<file path="config.mk">
export PLATFORM = sky130hd
export DESIGN_NAME = mwm_div
export DESIGN_NICKNAME = d
export VERILOG_FILES = /design/src/sv/mwm_pkg.sv /design/src/sv/mwm_div.sv
export SDC_FILE = /design/constraint.sdc
export NUM_CORES = 1
export LEC_CHECK = 0
export ABC_AREA = 1
export BUFFER_PORTS_ARGS = -buffer_cell sky130_fd_sc_hd__buf_2
export CAP_MARGIN = 20
export CORE_MARGIN = 3
export CORE_UTILIZATION = 50
export DETAILED_ROUTE_END_ITERATION = 10
export GPL_TIMING_DRIVEN = 1
export PLACE_DENSITY_LB_ADDON = 0.1
export SYNTH_ARGS = -nofsm -noshare
export SYNTH_HDL_FRONTEND = slang
export SYNTH_SLANG_ARGS = --single-unit
</file>
<file path="constraint.sdc">
create_clock -name clk -period 2.5 [get_ports clk]
set_clock_uncertainty 0.15 [all_clocks]
set_input_delay 0.375 -clock clk [delete_from_list [all_inputs] [get_ports clk]]
set_output_delay 0.375 -clock clk [all_outputs]
set_load 0.01 [all_outputs]
</file>
<file path="src/sv/mwm_pkg.sv">
// Shared constants and types for the mecanum wheel mixer.
// Widths of the mixing, magnitude, product and quotient paths; no dependencies.
`timescale 1ns / 1ps

package mwm_pkg;

  localparam int WHEELS     = 4;
  localparam int VEL_W      = 16;
  localparam int MIX_W      = VEL_W + 2;       // sum of three 16-bit terms
  localparam int MAG_W      = MIX_W - 1;       // magnitude up to 3 * 32768
  localparam int LIM_W      = 15;
  localparam int PROD_W     = MAG_W + LIM_W;
  localparam int QUO_W      = LIM_W;           // quotient never exceeds the limit
  localparam int DIV_STAGES = QUO_W;           // one quotient bit per stage
  localparam int PIPE_DEPTH = 3 + DIV_STAGES;  // stages ahead of the output register

  localparam logic [LIM_W-1:0] LIMIT_RESET = LIM_W'(255);

  // Wheel order on every vector: front left, front right, rear left, rear right
  localparam int FL = 0;
  localparam int FR = 1;
  localparam int RL = 2;
  localparam int RR = 3;

  typedef logic [WHEELS-1:0][MIX_W-1:0]  mix_vec_t;
  typedef logic [WHEELS-1:0][MAG_W-1:0]  mag_vec_t;
  typedef logic [WHEELS-1:0][VEL_W-1:0]  wheel_vec_t;
  typedef logic [WHEELS-1:0][PROD_W-1:0] prod_vec_t;
  typedef logic [WHEELS-1:0][QUO_W-1:0]  quo_vec_t;

  // Per-item data that rides alongside the divider
  typedef struct packed {
    logic              scale;
    logic [WHEELS-1:0] neg;
    wheel_vec_t        wlow;
  } side_t;

endpackage

</file>
<file path="src/sv/mwm_div.sv">
// Pipelined restoring divider for one wheel, one quotient bit per stage.
// The dividend is known to give a quotient below 2**QUO_W. Uses mwm_pkg.
`timescale 1ns / 1ps

module mwm_div
  import mwm_pkg::*;
(
  input  logic              clk,
  input  logic              en,
  input  logic [PROD_W-1:0] dividend,
  input  logic [MAG_W-1:0]  divisor,
  output logic [QUO_W-1:0]  quotient
);

  logic [MAG_W-1:0] rem [DIV_STAGES+1];
  logic [QUO_W-1:0] low [DIV_STAGES+1];
  logic [QUO_W-1:0] quo [DIV_STAGES+1];
  logic [MAG_W-1:0] dv  [DIV_STAGES+1];

  // Top bits start below the divisor, so the remainder always fits MAG_W
  assign rem[0] = dividend[PROD_W-1:QUO_W];
  assign low[0] = dividend[QUO_W-1:0];
  assign quo[0] = '0;
  assign dv[0]  = divisor;

  for (genvar k = 0; k < DIV_STAGES; k++) begin : g_step
    logic [MAG_W:0] trial;
    logic           fits;

    assign trial = {rem[k], low[k][QUO_W-1]};
    assign fits  = trial >= {1'b0, dv[k]};

    always_ff @(posedge clk) begin
      if (en) begin
        rem[k+1] <= fits ? MAG_W'(trial - {1'b0, dv[k]}) : trial[MAG_W-1:0];
        low[k+1] <= {low[k][QUO_W-2:0], 1'b0};
        quo[k+1] <= {quo[k][QUO_W-2:0], fits};
        dv[k+1]  <= dv[k];
      end
    end
  end

  assign quotient = quo[DIV_STAGES];

endmodule

</file>
==> results_dict.tcl <==
set metrics [dict create \
    outcome "finished clean" \
    root_buffer "clkbuf_16" \
    final_core_util 0.578 \
    placed_cells 6068 \
    cp-end-kind "flip-flop" \
    worst_pin_slew_ns 0.514 \
    tritoncts "done" \
    worstPathArrival_ns 2.67 \
    slowest_delay_ns 0.48 \
    pre_cts_slack_ns 0.00896 \
    grt_use_total 0.227 \
    slowest_stage "edfxtp_1" \
    fmax_mhz 408 \
    wl_per_cell_um 15.7 \
    diodes 0 \
    grt_pass1_wl_mm 155 \
    vias_per_cell 4.90 \
    drcViolationCount 0 \
    ys_warn_count 0 \
    cp_max_fo 9 \
    synth_cells 4894 \
    start_util 0.507 \
    avgSynthCellArea_um2 8.55 \
    synth_nets 5214 \
    period_needed_ns 2.45 \
    vias 30843 \
    cp_num_cells 11 \
    worst-r2r-setup-slack_ns 0.05 \
    seqCellArea_mm2 0.0211 \
    fp.dieArea_mm2 0.0872 \
    grt_pass1_vias 29367 \
    multiInputGateArea_mm2 0.0169 \
    maxSlewHeadroom 0.658 \
    io_pins 66 \
    drive_gt1_frac 0.101 \
    design_area_mm2 0.0477 \
    p_leak_uw 0.0240 \
    cts_max_level 3 \
    insertion_delay_ns 0.64 \
    required_ns 2.72 \
    min_path_type "in -> reg" \
    grt_max_degree 88 \
    whs_path_depth 5 \
    power_density_mw_per_mm2 1130 \
    place_area_mm2 0.0440 \
    detail-route-antenna-nets 0 \
    critical-path-top-delay-family "simple AND/OR/NAND/NOR gates" \
    setup_violations 0 \
    firstDrtPassIters 5 \
    clk_pin_slew_ns 0.06 \
    area_growth_pct 14.0 \
    rr_worst_depth 11 \
    die_width_um 295 \
    synth-seq-area-share 0.503 \
    cp-start-kind "flip-flop" \
    ys_ff_latch 701 \
    critPathKind "reg -> reg" \
    finalWeightedCongestion 0.896 \
    worst_slack_ns 0.0483 \
    hpwl_mm 76.2 \
    clock_path_buffers 3 \
    coreArea_mm2 0.0825 \
    rows 105 \
    syn_area_mm2 0.0419 \
    numClockSinks 701 \
    antenna_found_initial 0 \
    max_cap_violations 0 \
    path_buf_inv 1 \
    hold_viol 0 \
    peakVddDrop_mv 0.578 \
    timing.final.crit_share 0.981 \
    path_common_cell "nand2_1" \
    drv_slew 0 \
    portBuffers 65 \
    final_cells 6294 \
    path_cells "ha_4, buf_4, nand2_1, nand2_1, nand2_1, nand2_1, and3_1, nor2_4, nand2_4, nand2_1, nand2_1" \
    grt_overflow 0 \
    cts_made_buffers 79 \
    die_y_um 295 \
    nets 5478 \
    ys_types 43 \
    nFillCells 7496 \
    drt-total-wl_mm 98.8 \
    drtIter0Drc 2032 \
]
worst reg2reg max path: stages, from the launching register on:
cell and delay, ns:
edfxtp_1 0.48, ha_4 0.29, buf_4 0.13, nand2_1 0.06, nand2_1 0.07, nand2_1 0.06, nand2_1 0.07, and3_1 0.18
nor2_4 0.36, nand2_4 0.19, nand2_1 0.11, nand2_1 0.05
synthesized netlist by cell type, drive strengths merged:
library cell,instances,area [um^2]
nor3b,1,12.5
and2,17,106
a21oi,137,701
o21a,7,52.6
o21ai,9,67.6
ha,255,3190
and3,11,68.8
o31ai,1,7.51
nand2,1913,7610
nand4,30,188
or2,17,106
fa,14,280
nor2,205,918
xnor2,13,114
xor2,84,736
nor4,13,246
nand3b,12,90.1
edfxtp,701,21100
nand3,400,2010
buf,65,543
o21bai,1,7.51
nor3,22,126
inv,966,3630
repair_timing:
| action | in CTS | in global routing |
|---|---|---|
| buffers inserted | 0 | 25 |
| setup endpoints to repair | 1 | 172 |
| resized for setup | 1 | 63 |
| hold buffers | 49 | 0 |
| pin swaps | 0 | 17 |
| endpoints found under the hold margin | 61 | 0 |
| gates cloned | 0 | 5 |
per-stage QoR:
step	hold WS, ns	total power (uW)	TNS, ns
2_1_floorplan	0.250	35400	0
3_3_place_gp	0.251	41600	0
3_5_place_dp	0.255	41800	0
4_1_cts	0.0847	53800	0
5_1_grt	0.166	58500	-0.370
6_report	0.156	54000	0
per-layer routing:
metal / track usage / vias up / part of all wire
met5: 0 / - / 0
met1: 0.286 / 14001 / 0.43
met3: 0.0298 / 201 / 0.038
met4: 0.0856 / 0 / 0.038
li1: - / 16033 / -
met2: 0.398 / 608 / 0.49
final cells by class:
cell class / instances / share of cell area
repair buffers: 244 / 0.0439
inverters: 966 / 0.0760
clock buffers: 96 / 0.0441
well taps: 1070 / 0.0281
multi-input cells: 3166 / 0.355
flip-flops and latches: 701 / 0.441
clock inverters: 51 / 0.0114
flip-flops by register name (all words and copies together) (netlist names):
register and cells:
quotient 15, dv 238, g_step.trial 252, low 91, quo 105
cell usage in the layout (no fill, tap or decap), types with 9 or more instances in the layout:
master         netlist  final
buf_4               39    103
clkinv_1             0     18
clkbuf_16            0     83
edfxtp_1           701    701
dlygate4sd3_1        0     49
nor2_4              11     12
inv_2               12     15
nand3b_1            12     12
nor4_4              11     11
nor3_1              20     20
bufinv_16            0      9
and2_1              17     17
inv_1              954    951
buf_2               11     64
nand2_1           1798   1789
nand2_8              2     16
nand2_4             23     15
nand2_2             90     97
nor2_2              20     20
clkbuf_1             0     14
xor2_1              84     84
nor2_1             173    172
and3_1              11     11
or2_1               13     13
ha_1               255    250
buf_12               3     20
clkinv_2             0     12
nand4_1             30     30
a21oi_1            133    133
nand3_1            399    398
fa_2                 0     10
xnor2_1             13     13
kinds of logic (layout without fill, tap and decap cells):
| kind of cell | after synthesis | count (layout) | share of synthesized area |
|---|---|---|---|
| adders and majority gates | 269 | 269 | 0.0829 |
| AOI/OAI and AO/OA | 155 | 155 | 0.0200 |
| and+or+nand+nor | 2641 | 2645 | 0.274 |
| DFF | 701 | 701 | 0.503 |
| buffers and inverters | 1031 | 1357 | 0.0996 |
| xor gates and xnor gates | 97 | 97 | 0.0203 |
where the power goes:
group | switching (uW) | total, uW | internal, uW
Combinational | 15100 | 23700 | 8560
Sequential | 1970 | 18600 | 16600
Clock | 4750 | 11700 | 6970
worst paths after layout:
kind	to	start
worst min-delay path	g_step[1].trial[17]$_DFFE_PP_	dividend[31]
worst max register to register	g_step[11].trial[10]$_DFFE_PP_	g_step[10].trial[11]$_DFFE_PP_
worst min register to register	quo[22]$_DFFE_PP_	quo[36]$_DFFE_PP_
worst max-delay path	g_step[11].trial[10]$_DFFE_PP_	g_step[10].trial[11]$_DFFE_PP_
(Power assumes the default switching activity.)
