### src/sv/mwm_pkg.sv
// Shared constants and types for the mecanum wheel mixer.
// Widths of the mixing, magnitude, product and quotient paths; no dependencies.
`timescale 1ns / 1ps

package mwm_pkg;

  localparam int WHEELS     = 4;
  localparam int VEL_W      = 16;
  localparam int MIX_W      = VEL_W + 2;       // sum of three 16-bit terms
  localparam int MAG_W      = MIX_W - 1;       // magnitude up to 3 * 32768
  localparam int LIM_W      = 15;
  localparam int PROD_W     = MAG_W + LIM_W;
  localparam int QUO_W      = LIM_W;           // quotient never exceeds the limit
  localparam int DIV_STAGES = QUO_W;           // one quotient bit per stage
  localparam int PIPE_DEPTH = 3 + DIV_STAGES;  // stages ahead of the output register

  localparam logic [LIM_W-1:0] LIMIT_RESET = LIM_W'(255);

  // Wheel order on every vector: front left, front right, rear left, rear right
  localparam int FL = 0;
  localparam int FR = 1;
  localparam int RL = 2;
  localparam int RR = 3;

  typedef logic [WHEELS-1:0][MIX_W-1:0]  mix_vec_t;
  typedef logic [WHEELS-1:0][MAG_W-1:0]  mag_vec_t;
  typedef logic [WHEELS-1:0][VEL_W-1:0]  wheel_vec_t;
  typedef logic [WHEELS-1:0][PROD_W-1:0] prod_vec_t;
  typedef logic [WHEELS-1:0][QUO_W-1:0]  quo_vec_t;

  // Per-item data that rides alongside the divider
  typedef struct packed {
    logic              scale;
    logic [WHEELS-1:0] neg;
    wheel_vec_t        wlow;
  } side_t;

endpackage

### src/sv/mwm_mult.sv
// Largest-magnitude pick, limit compare and the four magnitude * limit products.
// Uses mwm_pkg.
`timescale 1ns / 1ps

module mwm_mult
  import mwm_pkg::*;
(
  input  logic              clk,
  input  logic              en,
  input  logic [LIM_W-1:0]  speed_limit,
  input  mag_vec_t          mag,
  input  logic [WHEELS-1:0] neg,
  input  wheel_vec_t        wlow,
  input  logic [MAG_W-1:0]  max_front,
  input  logic [MAG_W-1:0]  max_rear,
  output prod_vec_t         prod,
  output logic [MAG_W-1:0]  largest,
  output side_t             side
);

  logic [MAG_W-1:0] largest_next;

  assign largest_next = (max_front > max_rear) ? max_front : max_rear;

  always_ff @(posedge clk) begin
    if (en) begin
      largest    <= largest_next;
      side.scale <= largest_next > MAG_W'(speed_limit);
      side.neg   <= neg;
      side.wlow  <= wlow;
      for (int i = 0; i < WHEELS; i++) begin
        prod[i] <= PROD_W'(mag[i]) * PROD_W'(speed_limit);
      end
    end
  end

endmodule

### config.mk
export PLATFORM = sky130hd
export DESIGN_NAME = mwm_mult
export DESIGN_NICKNAME = d
export VERILOG_FILES = /design/src/sv/mwm_pkg.sv /design/src/sv/mwm_mult.sv
export SDC_FILE = /design/constraint.sdc
export NUM_CORES = 2
export LEC_CHECK = 0
export ABC_AREA = 1
export BUFFER_PORTS_ARGS = -buffer_cell sky130_fd_sc_hd__buf_4
export CAP_MARGIN = 20
export CORE_MARGIN = 2
export CORE_UTILIZATION = 42
export CTS_BUF_LIST = sky130_fd_sc_hd__clkbuf_2
export CTS_CLUSTER_SIZE = 28
export DETAILED_ROUTE_END_ITERATION = 8
export GPL_ROUTABILITY_DRIVEN = 0
export MAX_ROUTING_LAYER = met4
export PLACE_DENSITY = 0.63
export SETUP_SLACK_MARGIN = 0.1
export SYNTH_ARGS = -nofsm -noshare
export SYNTH_HDL_FRONTEND = slang
export SYNTH_SLANG_ARGS = --single-unit
### constraint.sdc
create_clock -name clk -period 5.1 [get_ports clk]
set_clock_uncertainty 0.05 [all_clocks]
set_input_delay 0.255 -clock clk [delete_from_list [all_inputs] [get_ports clk]]
set_output_delay 0.255 -clock clk [all_outputs]
set_load 0.02 [all_outputs]
==> impl_metrics.prom <==
# TYPE chip_impl_metric gauge
chip_impl_info{name="status",value="finished clean"} 1
chip_impl_metric{name="layout_setup_ws",unit="ps"} 168.9
chip_impl_metric{name="ys_ff_latch",unit=""} 214
chip_impl_metric{name="layout_min_cycle_time",unit="ps"} 4931
chip_impl_metric{name="critical_path.max_fanout",unit=""} 17
chip_impl_metric{name="period_share",unit="%"} 96.69
chip_impl_metric{name="synthesis.area",unit="sq um"} 43190
chip_impl_metric{name="timing_hold_violations_final",unit=""} 0
chip_impl_metric{name="final-max-slew-violation-count",unit=""} 0
chip_impl_metric{name="report.final.setup_viol",unit=""} 0
chip_impl_metric{name="filler_cell_count",unit=""} 9440
chip_impl_metric{name="grt_pass1_wl",unit="mm"} 203.9
chip_impl_metric{name="fin_worst_hold_slack",unit="ps"} 157.6
chip_impl_metric{name="via_count_of_the_first_global_routing_pass",unit=""} 39043
chip_impl_metric{name="layout.area.seq",unit="sq um"} 6426
chip_impl_metric{name="chipWidth",unit="um"} 324.7
chip_impl_metric{name="initial_core_util",unit="%"} 42.39
chip_impl_metric{name="cp.depth",unit=""} 25
chip_impl_info{name="timing.critical_path.from_type",value="primary input"} 1
chip_impl_metric{name="placement.setup.worst_slack",unit="ps"} -529.3
chip_impl_info{name="synth_top_cells_by_area",value="fa_1 (36%), edfxtp_1 (15%), inv_1 (14%)"} 1
chip_impl_info{name="synth.most_common_cell",value="inv_1"} 1
chip_impl_metric{name="track_usage",unit="%"} 24.80
chip_impl_metric{name="finalCoreUtilization",unit="%"} 53.93
chip_impl_info{name="worst-setup-path-type",value="in -> reg"} 1
chip_impl_metric{name="max-cap-violations",unit=""} 0
chip_impl_metric{name="detailed_place_hpwl",unit="mm"} 98.10
chip_impl_metric{name="buffer_levels_on_the_longest_clock_path",unit=""} 3
chip_impl_metric{name="cp_data_arrival_time",unit="ps"} 5850
chip_impl_metric{name="clk_pin_slew_worst_paths",unit="ps"} 110
chip_impl_info{name="top_reg_cell_synth",value="edfxtp_1"} 1
chip_impl_metric{name="vias_per_inst",unit=""} 4.702
chip_impl_metric{name="detailroute.via_count",unit=""} 36374
chip_impl_metric{name="synth_async_sr_flop_share",unit="%"} 0
chip_impl_metric{name="route.antenna.remaining_nets",unit=""} 0
chip_impl_metric{name="syn-num-nets",unit=""} 6698
chip_impl_info{name="critical_path.slowest_cell",value="dlygate4sd3_1"} 1
chip_impl_metric{name="area_delta_synth_final",unit="%"} 27.23
chip_impl_metric{name="routed_wire_length_per_instance",unit="um"} 15.96
chip_impl_metric{name="final_layout_size_suffix_gt1_share",unit="%"} 17.33
chip_impl_metric{name="critPathRequiredTime",unit="ps"} 6020
chip_impl_metric{name="yosysUniqueCellTypes",unit=""} 35
chip_impl_info{name="crit_path_frequent_cell",value="inv_1"} 1
chip_impl_info{name="yosysTopAreaCell",value="fa_1"} 1
chip_impl_metric{name="multi_input_comb_area",unit="sq um"} 30600
chip_impl_metric{name="floorplan.rows",unit=""} 117
chip_impl_metric{name="ys_warn_count",unit=""} 0
chip_impl_metric{name="number_of_synthesized_flops_with_an_enable_pin",unit=""} 214
chip_impl_metric{name="buffer_ports.inserted",unit=""} 400
chip_impl_info{name="clockRootBuffer",value="clkbuf_2"} 1
chip_impl_metric{name="antenna_found_initial",unit=""} 12
chip_impl_metric{name="synth_largest_type_area_fraction",unit="%"} 35.78
chip_impl_metric{name="clkSinkCount",unit=""} 214
chip_impl_metric{name="fin_nets",unit=""} 7684
chip_impl_metric{name="design.portCount",unit=""} 401
chip_impl_metric{name="ys_seq_area_share",unit="%"} 14.88
chip_impl_metric{name="core_area",unit="sq um"} 101900
chip_impl_metric{name="remaining_drc_errors",unit=""} 0
chip_impl_metric{name="floorplan.die_area",unit="sq um"} 105400
chip_impl_info{name="crit_path_end_kind",value="flop"} 1
chip_impl_info{name="holdCritPathClass",value="in -> reg"} 1
chip_impl_metric{name="max_freq",unit="MHz"} 202.8
chip_impl_metric{name="detailedRoute.firstPassIterationCount",unit=""} 6
chip_impl_metric{name="slew_headroom",unit="%"} 44.88
chip_impl_metric{name="worst_pin_slew",unit="ps"} 826.8
chip_impl_metric{name="grt_max_degree",unit=""} 136
chip_impl_info{name="worst_path_dominant_cell_family",value="adder cells"} 1
chip_impl_metric{name="syn-instance-count",unit=""} 5323
chip_impl_metric{name="grt_remaining_overflow",unit=""} 0
chip_impl_info{name="cts_tree",value="built"} 1
chip_impl_metric{name="detail_route.wirelength",unit="mm"} 123.5
chip_impl_metric{name="cp_num_buf_inv",unit=""} 10
chip_impl_metric{name="crit_path_max_cell_delay",unit="ps"} 580
chip_impl_metric{name="postSynthAreaPerCell",unit="sq um"} 8.114
chip_impl_metric{name="die_h",unit="um"} 324.7
chip_impl_metric{name="cts_inserted_buffers",unit=""} 61
chip_impl_info{name="synth.top_cells.by_count",value="inv_1 (1625), nand2_1 (1405), fa_1 (772), ha_1 (416), edfxtp_1 (214)"} 1
chip_impl_metric{name="min_delay_path_depth",unit=""} 11
chip_impl_info{name="rsz0062_at_grt",value="yes"} 1
chip_impl_metric{name="setup_tns",unit="ps"} 0
chip_impl_metric{name="drtIter0Drc",unit=""} 2006
chip_impl_metric{name="htreeDepth",unit=""} 2
## cells by family after synthesis
group / count (synthesis) / share of synthesized area, %
fa+ha+maj: 1188 / 47.84
buf+inv: 1817 / 15.87
simple gates: 1736 / 15.88
xor+xnor: 99 / 2.008
flops: 214 / 14.88
compound gates: 269 / 3.534
## cell usage in the layout (no fill, tap or decap), types with 33 or more instances in the layout
cell,n
edfxtp_1,214
o21ai_0,51
nand3_1,80
inv_1,1614
fa_1,764
buf_4,810
nand2_1,1393
dlygate4sd3_1,264
clkbuf_2,86
ha_1,386
nand2_2,33
buf_12,38
xor2_1,84
a21oi_1,99
nor2_1,143
## area by class of cell
type	count	share of cell area, %
Timing Repair Buffer	1114	17.31
Antenna cell	15	0.06831
Clock buffer	86	0.7833
Sequential cell	214	11.69
Inverter	1626	11.11
Multi-Input combinational cell	3292	55.69
Clock inverter	21	0.2391
Tap cell	1368	3.115
## per-layer routing
layer	global-route usage, %	routed length, um	up-vias
met2	41.18	59710	1024
li1	-	-	17355
met5	-	0	-
met3	3.444	7109	216
met1	31.57	52790	17779
met4	7.347	3874	0
## registers in the layout (all words and copies together), names as in the netlist
signal	flops
prod	128
side	69
largest	17
## metrics by stage
stage                     std cells  instance area, sq um
after CTS                      7721                 54840
after floorplan                5323                 44270
final                          7736                 54950
after global placement         7348                 51610
after detailed placement       7348                 51610
after global routing           7735                 54950
## tightest hold or removal path, delay by kind of cell
| kind | cells | cell delay [ps] |
|---|---|---|
| buffers and inverters | 4 | 440 |
| xor gates and xnor gates | 3 | 360 |
| adders and majority gates | 1 | 180 |
| and+or+nand+nor | 3 | 160 |
## final timing paths
path                      startpoint  slack (ps)             endpoint
worst max-delay path  speed_limit[0]         170  prod[125]$_DFFE_PP_
worst min-delay path         mag[50]         160   prod[95]$_DFFE_PP_
## what timing repair did
action	CTS	global route
endpoints found under the hold margin	322	0
endpoints found under the setup margin	0	21
gates resized for setup	0	22
buffers inserted	0	1
hold buffers	266	0
Power is left out: the tool's default activity adds up to more than one toggle a clock period on the data nets, which glitch-free logic cannot reach.
